<file path="config.mk">
export PLATFORM = sky130hd
export DESIGN_NAME = levenshtein_distance
export DESIGN_NICKNAME = d
export VERILOG_FILES = /design/src/hdl/lev_pkg.sv /design/src/hdl/lev_front.sv /design/src/hdl/lev_queue.sv /design/src/hdl/lev_back.sv /design/src/hdl/levenshtein_distance.sv
export SDC_FILE = /design/constraint.sdc
export NUM_CORES = 2
export LEC_CHECK = 0
export BUFFER_PORTS_ARGS = -buffer_cell sky130_fd_sc_hd__buf_2
export CAP_MARGIN = 10
export CORE_MARGIN = 2
export CORE_UTILIZATION = 57
export DETAILED_ROUTE_END_ITERATION = 10
export PLACE_DENSITY = 0.8
export SYNTH_ARGS = -nofsm -noshare
export SYNTH_HDL_FRONTEND = slang
export SYNTH_SLANG_ARGS = --single-unit
</file>
<file path="constraint.sdc">
create_clock -name aclk -period 6.4 [get_ports aclk]
set_input_delay 0.64 -clock aclk [delete_from_list [all_inputs] [get_ports aclk]]
set_output_delay 0.64 -clock aclk [all_outputs]
set_load 0.05 [all_outputs]
</file>
<file path="src/hdl/lev_pkg.sv">
// Shared types and constants for the Levenshtein distance block.
`default_nettype none

package lev_pkg;

    localparam int MAX_LEN_DEF     = 64;
    // Count field in the command is sized for the largest supported MAX_LEN (2047)
    localparam int CNT_W           = 11;
    localparam int DIST_W          = 7;
    localparam int QUEUE_DEPTH_DEF = 4;

    localparam logic [DIST_W-1:0] DIST_MAX = 7'd127;

    typedef struct packed {
        logic       which_string;
        logic [7:0] char_byte;
        logic       is_last;
        logic       is_empty;
    } in_t;

    typedef struct packed {
        logic [DIST_W-1:0] distance;
        logic              overflow;
    } out_t;

    typedef enum logic {
        OP_FIRST,
        OP_SECOND
    } op_t;

    typedef struct packed {
        op_t              op;
        logic             has_byte;
        logic             ends;
        logic             overflow;
        logic [7:0]       char_byte;
        logic [CNT_W-1:0] count;
    } cmd_t;

    typedef enum logic [1:0] {
        BK_IDLE,
        BK_SWEEP,
        BK_RESULT
    } back_state_t;

endpackage

`default_nettype wire

</file>
<file path="src/hdl/lev_front.sv">
// Front end: takes input transfers, tracks string phase and lengths, issues commands.
`default_nettype none

module lev_front #(
    parameter int MAX_LEN = lev_pkg::MAX_LEN_DEF
) (
    input  wire logic          aclk,
    input  wire logic          aresetn,
    input  wire logic          s_valid,
    output logic               s_ready,
    input  wire lev_pkg::in_t  s_data,
    input  wire logic          q_full,
    output logic               push,
    output lev_pkg::cmd_t      cmd
);

    localparam int LEN_W = $clog2(MAX_LEN + 1);

    logic             phase_reg, phase_next;
    logic [LEN_W-1:0] first_len_reg, first_len_next;
    logic [LEN_W-1:0] second_len_reg, second_len_next;
    logic             ovf_reg, ovf_next;

    logic             accept;
    logic             match;
    logic             ends;
    logic             room;
    logic             take;
    logic             drop;
    logic [LEN_W-1:0] cur_len;
    logic [LEN_W-1:0] new_len;

    assign s_ready = !q_full;
    assign accept  = s_valid && s_ready;
    assign match   = (s_data.which_string == phase_reg);
    assign ends    = s_data.is_last || s_data.is_empty;
    assign cur_len = phase_reg ? second_len_reg : first_len_reg;
    assign room    = (cur_len < LEN_W'(MAX_LEN));
    assign take    = !s_data.is_empty && room;
    assign drop    = !s_data.is_empty && !room;
    assign new_len = take ? cur_len + LEN_W'(1) : cur_len;

    // items for the other string are swallowed without a command
    assign push = accept && match && (take || ends);

    always_comb begin
        cmd.op        = phase_reg ? lev_pkg::OP_SECOND : lev_pkg::OP_FIRST;
        cmd.has_byte  = take;
        cmd.ends      = ends;
        cmd.overflow  = ovf_reg || drop;
        cmd.char_byte = s_data.char_byte;
        cmd.count     = lev_pkg::CNT_W'(new_len);
    end

    always_comb begin
        phase_next      = phase_reg;
        first_len_next  = first_len_reg;
        second_len_next = second_len_reg;
        ovf_next        = ovf_reg;
        if (accept && match) begin
            ovf_next = ovf_reg || drop;
            if (!phase_reg) begin
                first_len_next = new_len;
                if (ends) begin
                    phase_next      = 1'b1;
                    second_len_next = '0;
                end
            end else begin
                second_len_next = new_len;
                if (ends) begin
                    phase_next      = 1'b0;
                    first_len_next  = '0;
                    second_len_next = '0;
                    ovf_next        = 1'b0;
                end
            end
        end
    end

    always_ff @(posedge aclk) begin
        if (!aresetn) begin
            phase_reg      <= 1'b0;
            first_len_reg  <= '0;
            second_len_reg <= '0;
            ovf_reg        <= 1'b0;
        end else begin
            phase_reg      <= phase_next;
            first_len_reg  <= first_len_next;
            second_len_reg <= second_len_next;
            ovf_reg        <= ovf_next;
        end
    end

endmodule

`default_nettype wire

</file>
<file path="src/hdl/lev_queue.sv">
// Small command FIFO between front end and back end.
`default_nettype none

module lev_queue #(
    parameter int DEPTH = lev_pkg::QUEUE_DEPTH_DEF
) (
    input  wire logic          aclk,
    input  wire logic          aresetn,
    input  wire logic          push,
    input  wire lev_pkg::cmd_t push_data,
    output logic               full,
    input  wire logic          pop,
    output lev_pkg::cmd_t      pop_data,
    output logic               empty
);

    localparam int PTR_W = (DEPTH > 1) ? $clog2(DEPTH) : 1;
    localparam int CNT_W = $clog2(DEPTH + 1);

    lev_pkg::cmd_t    mem_reg [DEPTH];
    logic [PTR_W-1:0] wr_ptr_reg, wr_ptr_next;
    logic [PTR_W-1:0] rd_ptr_reg, rd_ptr_next;
    logic [CNT_W-1:0] count_reg, count_next;
    logic             do_push;
    logic             do_pop;

    assign full     = (count_reg == CNT_W'(DEPTH));
    assign empty    = (count_reg == '0);
    assign do_push  = push && !full;
    assign do_pop   = pop && !empty;
    assign pop_data = mem_reg[rd_ptr_reg];

    always_comb begin
        wr_ptr_next = wr_ptr_reg;
        rd_ptr_next = rd_ptr_reg;
        count_next  = count_reg;
        if (do_push) begin
            wr_ptr_next = (wr_ptr_reg == PTR_W'(DEPTH - 1)) ? '0 : wr_ptr_reg + PTR_W'(1);
        end
        if (do_pop) begin
            rd_ptr_next = (rd_ptr_reg == PTR_W'(DEPTH - 1)) ? '0 : rd_ptr_reg + PTR_W'(1);
        end
        if (do_push && !do_pop) begin
            count_next = count_reg + CNT_W'(1);
        end else if (do_pop && !do_push) begin
            count_next = count_reg - CNT_W'(1);
        end
    end

    always_ff @(posedge aclk) begin
        if (!aresetn) begin
            wr_ptr_reg <= '0;
            rd_ptr_reg <= '0;
            count_reg  <= '0;
        end else begin
            wr_ptr_reg <= wr_ptr_next;
            rd_ptr_reg <= rd_ptr_next;
            count_reg  <= count_next;
        end
    end

    always_ff @(posedge aclk) begin
        if (do_push) begin
            mem_reg[wr_ptr_reg] <= push_data;
        end
    end

endmodule

`default_nettype wire

</file>
<file path="src/hdl/lev_back.sv">
// Back end: first-string store, cost row sweep and result register.
`default_nettype none

module lev_back #(
    parameter int MAX_LEN = lev_pkg::MAX_LEN_DEF
) (
    input  wire logic          aclk,
    input  wire logic          aresetn,
    input  wire lev_pkg::cmd_t cmd,
    input  wire logic          q_empty,
    output logic               pop,
    output logic               m_valid,
    input  wire logic          m_ready,
    output lev_pkg::out_t      m_data
);

    localparam int LEN_W  = $clog2(MAX_LEN + 1);
    localparam int ADDR_W = (MAX_LEN > 1) ? $clog2(MAX_LEN) : 1;
    localparam int COST_W = LEN_W + 1;
    localparam int SAT_W  = (LEN_W > lev_pkg::DIST_W) ? LEN_W : lev_pkg::DIST_W;

    lev_pkg::back_state_t state_reg, state_next;

    logic [7:0]       first_mem_reg [MAX_LEN];
    logic [LEN_W-1:0] row_mem_reg   [MAX_LEN];
    logic [7:0]       first_q_reg;
    logic [LEN_W-1:0] row_q_reg;

    logic [LEN_W-1:0] first_len_reg;
    logic [LEN_W-1:0] cell_reg;
    logic [LEN_W-1:0] left_reg;
    logic [LEN_W-1:0] diag_reg;
    logic [LEN_W-1:0] count_reg;
    logic [LEN_W-1:0] last_cost_reg;
    logic [7:0]       byte_reg;
    logic             fresh_reg;
    logic             ends_reg;
    logic             ovf_reg;
    logic             m_valid_reg;
    lev_pkg::out_t    m_data_reg;

    logic [LEN_W-1:0]          cmd_len;
    logic                      is_second;
    logic                      start_sweep;
    logic                      last_cell;
    logic                      out_free;
    logic                      rd_en;
    logic [ADDR_W-1:0]         rd_addr;
    logic                      row_wr_en;
    logic                      first_wr_en;
    logic                      load_out;
    logic [LEN_W-1:0]          up;
    logic [COST_W-1:0]         cost_up;
    logic [COST_W-1:0]         cost_left;
    logic [COST_W-1:0]         cost_sub;
    logic [COST_W-1:0]         cost_min;
    logic [LEN_W-1:0]          new_cost;
    logic [LEN_W-1:0]          res_len;
    logic [SAT_W-1:0]          res_wide;
    logic [lev_pkg::DIST_W-1:0] res_dist;

    assign cmd_len     = cmd.count[LEN_W-1:0];
    assign is_second   = (cmd.op == lev_pkg::OP_SECOND);
    assign start_sweep = (state_reg == lev_pkg::BK_IDLE) && !q_empty && is_second
                         && cmd.has_byte && (first_len_reg != '0);
    assign last_cell   = (cell_reg == first_len_reg);
    assign out_free    = !m_valid_reg || m_ready;

    // one cell of the cost row per cycle
    always_comb begin
        up        = fresh_reg ? cell_reg : row_q_reg;
        cost_up   = COST_W'(up) + COST_W'(1);
        cost_left = COST_W'(left_reg) + COST_W'(1);
        cost_sub  = COST_W'(diag_reg) + COST_W'(first_q_reg != byte_reg);
        cost_min  = (cost_up < cost_left) ? cost_up : cost_left;
        cost_min  = (cost_sub < cost_min) ? cost_sub : cost_min;
        new_cost  = cost_min[LEN_W-1:0];
    end

    // empty second string: distance is the first string's length
    always_comb begin
        res_len  = (count_reg == '0) ? first_len_reg : last_cost_reg;
        res_wide = SAT_W'(res_len);
        res_dist = (res_wide > SAT_W'(lev_pkg::DIST_MAX)) ? lev_pkg::DIST_MAX
                                                        : res_wide[lev_pkg::DIST_W-1:0];
    end

    always_comb begin
        state_next = state_reg;
        unique case (state_reg)
            lev_pkg::BK_IDLE: begin
                if (!q_empty && is_second) begin
                    if (start_sweep) begin
                        state_next = lev_pkg::BK_SWEEP;
                    end else if (cmd.ends) begin
                        state_next = lev_pkg::BK_RESULT;
                    end
                end
            end
            lev_pkg::BK_SWEEP: begin
                if (last_cell) begin
                    state_next = ends_reg ? lev_pkg::BK_RESULT : lev_pkg::BK_IDLE;
                end
            end
            lev_pkg::BK_RESULT: begin
                if (out_free) begin
                    state_next = lev_pkg::BK_IDLE;
                end
            end
            default: state_next = lev_pkg::BK_IDLE;
        endcase
    end

    always_comb begin
        pop         = 1'b0;
        rd_en       = 1'b0;
        rd_addr     = '0;
        row_wr_en   = 1'b0;
        first_wr_en = 1'b0;
        load_out    = 1'b0;
        unique case (state_reg)
            lev_pkg::BK_IDLE: begin
                pop         = !q_empty;
                rd_en       = start_sweep;
                first_wr_en = !q_empty && !is_second && cmd.has_byte;
            end
            lev_pkg::BK_SWEEP: begin
                row_wr_en = 1'b1;
                rd_en     = !last_cell;
                rd_addr   = cell_reg[ADDR_W-1:0];
            end
            lev_pkg::BK_RESULT: begin
                load_out = out_free;
            end
            default: begin
                pop = 1'b0;
            end
        endcase
    end

    always_ff @(posedge aclk) begin
        if (!aresetn) begin
            state_reg     <= lev_pkg::BK_IDLE;
            m_valid_reg   <= 1'b0;
            first_len_reg <= '0;
        end else begin
            state_reg <= state_next;
            if (load_out) begin
                m_valid_reg <= 1'b1;
            end else if (m_ready) begin
                m_valid_reg <= 1'b0;
            end
            if (pop && !is_second && cmd.ends) begin
                first_len_reg <= cmd_len;
            end
        end
    end

    always_ff @(posedge aclk) begin
        if (pop) begin
            byte_reg <= cmd.char_byte;
            ends_reg <= cmd.ends;
            ovf_reg  <= cmd.overflow;
            if (is_second) begin
                count_reg <= cmd_len;
                fresh_reg <= (cmd_len == LEN_W'(1));
                left_reg  <= cmd_len;
                diag_reg  <= cmd_len - LEN_W'(1);
                cell_reg  <= LEN_W'(1);
                if (cmd.has_byte && (first_len_reg == '0)) begin
                    last_cost_reg <= cmd_len;
                end
            end
        end else if (state_reg == lev_pkg::BK_SWEEP) begin
            left_reg <= new_cost;
            diag_reg <= up;
            cell_reg <= cell_reg + LEN_W'(1);
            if (last_cell) begin
                last_cost_reg <= new_cost;
            end
        end
        if (load_out) begin
            m_data_reg.distance <= res_dist;
            m_data_reg.overflow <= ovf_reg;
        end
    end

    always_ff @(posedge aclk) begin
        if (first_wr_en) begin
            first_mem_reg[cmd_len[ADDR_W-1:0] - ADDR_W'(1)] <= cmd.char_byte;
        end
        if (rd_en) begin
            first_q_reg <= first_mem_reg[rd_addr];
        end
    end

    always_ff @(posedge aclk) begin
        if (row_wr_en) begin
            row_mem_reg[cell_reg[ADDR_W-1:0] - ADDR_W'(1)] <= new_cost;
        end
        if (rd_en) begin
            row_q_reg <= row_mem_reg[rd_addr];
        end
    end

    assign m_valid = m_valid_reg;
    assign m_data  = m_data_reg;

endmodule

`default_nettype wire

</file>
<file path="src/hdl/levenshtein_distance.sv">
// Top level of the Levenshtein edit distance block.
//
// Input channel (s_valid/s_ready/s_data): one transfer per byte. Bytes of the
// first string (which_string = 0) come first, up to the one marked is_last, or
// an is_empty transfer that ends it without a byte; then the second string
// (which_string = 1) the same way. Transfers for the other string are dropped.
// Bytes past MAX_LEN in either string are dropped and raise the overflow flag.
// Result channel (m_valid/m_ready/m_data): one transfer per string pair,
// distance saturated at 127, overflow set if a string was cut.
// Throughput: first-string bytes go at one per cycle while the queue has room.
// Each second-string byte is swept in the back end one cell of the cost row per
// cycle, since the row lives in a one-write one-read memory.
// With the queue empty and the back end idle, the ending command passes the queue,
// a sweep if it and string one hold bytes, then the result state that sets m_valid.
// A 4-entry command queue sits between front and back, so input keeps flowing
// while a sweep runs or the result register waits on m_ready.
// Reset (aresetn low, synchronous) empties the queue, drops any half-loaded
// pair and clears m_valid; no clearing pass is needed afterwards.
// A stalled receiver holds the result; the back end stops once it has the
// next result ready, and s_ready falls when the queue fills.
`default_nettype none

module levenshtein_distance #(
    parameter int MAX_LEN     = lev_pkg::MAX_LEN_DEF,
    parameter int QUEUE_DEPTH = lev_pkg::QUEUE_DEPTH_DEF
) (
    input  wire logic          aclk,
    input  wire logic          aresetn,
    input  wire logic          s_valid,
    output logic               s_ready,
    input  wire lev_pkg::in_t  s_data,
    output logic               m_valid,
    input  wire logic          m_ready,
    output lev_pkg::out_t      m_data
);

    lev_pkg::cmd_t push_cmd;
    lev_pkg::cmd_t pop_cmd;
    logic          push;
    logic          pop;
    logic          q_full;
    logic          q_empty;

    // phase and length tracking, one command per useful transfer
    lev_front #(
        .MAX_LEN (MAX_LEN)
    ) u_front (
        .aclk    (aclk),
        .aresetn (aresetn),
        .s_valid (s_valid),
        .s_ready (s_ready),
        .s_data  (s_data),
        .q_full  (q_full),
        .push    (push),
        .cmd     (push_cmd)
    );

    lev_queue #(
        .DEPTH (QUEUE_DEPTH)
    ) u_queue (
        .aclk      (aclk),
        .aresetn   (aresetn),
        .push      (push),
        .push_data (push_cmd),
        .full      (q_full),
        .pop       (pop),
        .pop_data  (pop_cmd),
        .empty     (q_empty)
    );

    // string store, cost row sweep and output register
    lev_back #(
        .MAX_LEN (MAX_LEN)
    ) u_back (
        .aclk    (aclk),
        .aresetn (aresetn),
        .cmd     (pop_cmd),
        .q_empty (q_empty),
        .pop     (pop),
        .m_valid (m_valid),
        .m_ready (m_ready),
        .m_data  (m_data)
    );

endmodule

`default_nettype wire

</file>
# Word level (Yosys, flattened, before mapping)
# Memory sizes are Yosys's and may differ from the RTL's. A register that Yosys moved wholly into a read port is not among the register bits.
# Index checks and enable logic that the tools add are counted.
# Widths: inputs -> output; s select.
# op_classes
n_addsub	12
n_mul	0
div_mod_pow	0
magnitude_cmp	4
n_eq_ne	16
shifts	0
n_mux	57
bitwise	0
n_reduce_logical	48
# op_table
cell	count
$mux 7	23
$mux 2	10
$logic_and 1x1->1	19
$mux 1	18
$add 7x1->8 const B	2
$lt 8x8->1	2
$add 7x1->7 const B	2
$logic_not 7->1	2
$sub 6x1->6 const B	2
$reduce_bool 2->1	5
$logic_not 1->1	9
$add 7x1->8	1
$mux 8	1
$ne 2x2->1 const B	4
$ne 8x8->1	1
$reduce_and 2->1	4
$reduce_and 4->1	2
$eq 7x1->1 const B	1
$eq 7x7->1	1
$gt 7x7->1 const B	1
$lt 7x7->1 const B	1
$reduce_bool 7->1	1
$sub 7x1->7 const B	1
$eq 2x2->1 const B	3
15 further kinds	21
# word_totals
ff_bits	87
latchBits	0
mem_bits_rw	1036
romBits	0
input_bits	15
n_memories	3
# memory_table
memory	words	word_bits	read_ports	rd_ports_with_merged_regs	write_ports	line_no	rtl
u_back.first_mem_reg	64	8	1	1	1	lev_back.sv:24	logic [7:0] first_mem_reg [MAX_LEN];
u_back.row_mem_reg	64	7	1	1	1	lev_back.sv:25	logic [LEN_W-1:0] row_mem_reg [MAX_LEN];
u_queue.mem_reg	4	19	1	1	1	lev_queue.sv:20	lev_pkg::cmd_t mem_reg [DEPTH];

# Logic depth before layout (Yosys ltp)
# logic_depth
word_depth	10
depth_mapped	21

# By module
# From an unflattened synthesis, not the netlist that was laid out.
# unflattened
cells_unflattened	2400
hier_area_um2	46240.6
# by_module_without_submodules
mod	n_inst	cells_each	area_each_um2	seq_area_each_um2
lev_back	1	2091	41192.0	31099.8
lev_queue	1	171	3827.4	2942.8
lev_front	1	138	1221.2	320.3

# Worst setup path before layout
# No wires, ideal clock.
# synth_timing
kind	register to register
start	register u_back.fresh_reg
end	register u_back.last_cost_reg[5], data pin
setup_ns	0.151
arrival_ns	6.475
t_required_ns	6.249
slack_ns	-0.226
stages_incl_launch_ff	21
path_buffers	2
synth_period_minus_slack_ns	6.626
path_cell_list	edfxtp_1 buf_2 mux2_2 ha_1 inv_1 o32ai_1 xnor2_1 inv_1 ha_1 nand4_1 a21oi_1 nor3_2 mux2_2 ha_1 o21a_1 a21oi_1 o21ai_0 a31o_1 buf_2 a22oi_1 mux2_2
# synth_via
elab_chain_len	9
# synth_lines
item	line_no	rtl
start: declaration	lev_back.sv:36	logic fresh_reg;
start signal: assignment	lev_back.sv:166	fresh_reg <= (cmd_len == LEN_W'(1));
$mux 7 *	lev_back.sv:71	up = fresh_reg ? cell_reg : row_q_reg;
$add 7x1->8 *	lev_back.sv:72	cost_up = COST_W'(up) + COST_W'(1);
$lt 8x8->1	lev_back.sv:75	cost_min = (cost_up < cost_left) ? cost_up : cost_left;
$mux 8 *	lev_back.sv:75	
$lt 8x8->1	lev_back.sv:76	cost_min = (cost_sub < cost_min) ? cost_sub : cost_min;
$mux 7 *	lev_back.sv:76	
net u_back.cost_min[5]	lev_back.sv:56	logic [COST_W-1:0] cost_min;
$mux 7 *	lev_back.sv:178	if (last_cell) begin
$mux 7 *	lev_back.sv:174	end else if (state_reg == lev_pkg::BK_SWEEP) begin
$mux 7 *	lev_back.sv:160	if (pop) begin
end signal: assignment	lev_back.sv:171	last_cost_reg <= cmd_len;
end signal: assignment	lev_back.sv:179	last_cost_reg <= new_cost;
end: declaration	lev_back.sv:34	logic [LEN_W-1:0] last_cost_reg;
# Mark *: on every way through the listed nets, which the timed path passes. The rest lies on a longest branch. The select of a mux whose other input is x is not followed.
# A chain may end at the register's enable or synchronous reset.

# Worst setup path after layout
# layout_timing
start	register u_back.fresh_reg
end	memory u_back.row_mem_reg[1][4] (netlist name), data pin
# layout_via
elab_chain_len	6
# layout_lines
item	line_no
$mux 7 *	lev_back.sv:71
$add 7x1->8 *	lev_back.sv:72
$lt 8x8->1	lev_back.sv:75
$mux 8 *	lev_back.sv:75
$lt 8x8->1	lev_back.sv:76
$mux 7 *	lev_back.sv:76
net u_back.cost_min[4]	lev_back.sv:56
end: declaration	lev_back.sv:25
# Mark *: on every way through the listed nets, which the timed path passes. The rest lies on a longest branch.

==> impl_results.md <==
* Crit path from: u_back.fresh_reg
* Initial Util at 0.574
* Vias in the first global route at around 23000
* Clock root buffer: clkbuf_16
* Die Width at 288 um
* Max Cap Viol at 0
* Syn Area/Cell at slightly below 20 um2
* Cell variety after synth at 67
* Crit path capture: u_back.row_mem_reg[1][4]
* Worst R2R End: u_back.row_mem_reg[1][4]
* Relative slew slack at 0.260
* CTS tree: done
* Initial DRT Pass Iterations at 8
* Worst skew pair latency at ~0.7 ns
* Clk_skew at around 0.065 ns
* Final Hold Viols at 0
* Core area at around 80000 um2
* Die Ht at about 290 um
* Gr ovfl total at 0
* Crit. End Element: register
* CP Data Required Time at 6.82 ns
* Number of top-level pins at 25
* CTS sink cnt at ~1100
* CTS Hold Buffers Added at 0
* CP max FO at 64
* CP max stage delay at between 0.7 and 0.8 ns
* DP Area at about 47000 um2
* Pwr per Cell Area at 546 nW/um2
* Max Fclk at about 170 MHz
* # rows at 104
* CTS max path bufs at 3
* Vias/cell at 6.35
* Yosys top cell by area: edfxtp_1
* CP Class: reg2reg
* Slew Limit Fails at 0
* Setup TNS at 0 ns
* Min-Delay Path Class: in2reg
* Cts bufs inserted at approximately 110
* Area contributors post-synth: edfxtp_1, mux4_2, mux2i_1, dfxtp_1, nor2_1
* Reg2reg start: u_back.fresh_reg
* RSZ-0062 raised after global routing: false
* Antenna violations before repair at 1
* Total power at 0.0278 W
* Vias at approximately 23000
* Post-CTS Setup Repair Bufs at 0
* Pin count of the biggest net entering global routing at between 80 and 90
* Critical path arrival at between 6 and 7 ns
* Share of layout cells above drive strength 1 at 0.186
* Worst VDD drop at around 930 uV
* Synth Instances at 2392
* # fillers at roughly 5200
* CP max-delay cell: edfxtp_1
* Post-synth top flop: edfxtp_1
* R2R setup slack at approximately 0.43 ns
* Final nets at around 2500
* Final WS setup at about 0.43 ns
* Final Cell Area at 50900 um2
* Async set-reset flop share out of synthesis at 0
* Startpoint Class: register
* Total GRT Usage at 0.235
* Reg clk slew, reported paths at around 0.060 ns
* Post-synth EDFFs at approximately 1100
* Crit path buf inv count at 3
* Routed wire per std cell at 26.7 um
* Period minus WS final at 5.97 ns
* CP delay by family, top: compound AO/OA/AOI/OAI gates
* WHS Path Cells at 1
* Pre-CTS WS at slightly below 0.6 ns
* Synthesized cell area at 46000 um2
* DRC at 0
* Flip-flop count of the largest register after layout at ~510
* Reg2Reg Depth at 17
* Final GP Congestion at 0.868
* Cts repair resizes at 0
* Ant diodes at 0
* Critical Path, Cell by Cell: mux2_4 -> ha_1 -> inv_1 -> o32ai_1 -> xnor2_1 -> inv_1 -> ha_1 -> nand4_1 -> a21oi_1 -> nor3_2 -> mux2_2 -> ha_1 -> nand4_1 -> o21ai_0 -> a31o_1 -> mux2i_4 -> buf_12
* Die Area at just over 80000 um2
* Port-buffer cells at 24
* Final setup violation count at 0
* Synth Register Bits at 1140
* Half-perimeter wire length after placement at between 50 and 60 mm
* Area delta synth->final at 10.5%
* CP Depth at 17
* H-tree Lvls at 3
* First-pass GRT wire length at approximately 150 mm
* Leakage power at 17.5 nW
* Yosys top cell area share at 0.721
* Final ANT Viol Nets at 0
* Yosys Warn Count at 0
* Status: complete, no violations
* Tcrit/Tclk final at 0.933
* Most used cell, CP: ha_1
* Count leader, synth: edfxtp_1
* Slew at the pin closest to its max-slew limit at roughly 1.1 ns
* Sequential-to-total area share from yosys stat at 0.736
* Post-Syn Nets at 2439
* Routed WL at around 96 mm
* Initial DRC Count at 2784
* Top cells by count, synth: edfxtp_1, mux2i_1, mux4_2, nor2_1, o22ai_1
-- stage by stage --
step / utilization / cells / hold slack (ns)
global placement: 0.591 / 3398 / 0.407
global route: 0.634 / 3592 / 0.151
detailed placement: 0.591 / 3398 / 0.407
CTS: 0.634 / 3590 / 0.136
finish: 0.634 / 3592 / 0.170
floorplan: - / 2392 / 0.400
-- routing by layer --
layer  vias up  global-route usage  routed length, um
li1       9763                   -                  -
met5         -                   0                  0
met4         0              0.0877               3480
met1     11767               0.315              36800
met2      1071               0.394              49000
met3       217              0.0390               6710
-- logic make-up after synthesis --
group / count (synthesis) / synth area share
muxes: 518 / 0.171
AOI/OAI and AO/OA: 145 / 0.0206
and+or+nand+nor: 370 / 0.0394
buffers and inverters: 138 / 0.0137
adders and majority gates: 32 / 0.00887
DFF: 1140 / 0.736
xor gates and xnor gates: 49 / 0.00949
-- final cells by class --
cell class,instances,area [um2],area share
inverters,23,91.3,0.00180
repair buffers,63,546,0.0107
clock buffers,135,2890,0.0568
multi-input cells,1114,11600,0.228
clock inverters,57,544,0.0107
flip-flops and latches,1140,33900,0.666
well taps,1060,1330,0.0261
-- cells in the final DEF, fill, tap and decap left out, drive strengths merged, types with 22 or more instances in the layout --
cell type,synthesis,final
a21oi,27,27
buf,75,63
clkbuf,40,135
clkinv,1,48
dfxtp,35,35
edfxtp,1105,1105
ha,31,31
inv,22,22
mux2i,285,285
mux4,214,214
nand2,44,44
nand3,34,34
nor2,164,164
nor2b,31,31
o22ai,61,61
xnor2,23,23
xor2,26,26
-- power breakdown --
group,switching [W],leakage [nW],internal [W]
sequential,0.000288,10.3,0.0124
clock,0.00271,1.67,0.00348
combinational,0.00624,5.54,0.00268
total,0.00923,17.5,0.0185
-- worst register-to-register path, stage by stage, from the launching register on --
cell	delay (ns)
edfxtp_1	0.71
mux2_4	0.30
ha_1	0.21
inv_1	0.07
o32ai_1	0.35
xnor2_1	0.21
inv_1	0.07
ha_1	0.29
nand4_1	0.14
a21oi_1	0.16
nor3_2	0.54
mux2_2	0.43
ha_1	0.31
nand4_1	0.11
o21ai_0	0.52
a31o_1	0.55
mux2i_4	0.38
buf_12	0.27
-- how the worst min path moves through the flow --
stage	from	end	slack, ns
after floorplan	u_back.ovf_reg	u_back.m_data[0]	0.40
after global placement	u_back.ovf_reg	u_back.m_data[0]	0.41
after detailed placement	u_back.ovf_reg	u_back.m_data[0]	0.41
after CTS	s_data[7]	u_queue.mem_reg[3][12]	0.14
after global routing	s_data[7]	u_queue.mem_reg[3][12]	0.15
final	s_data[7]	u_queue.mem_reg[3][12]	0.17
Note: power is estimated with default switching activity, not from simulation.
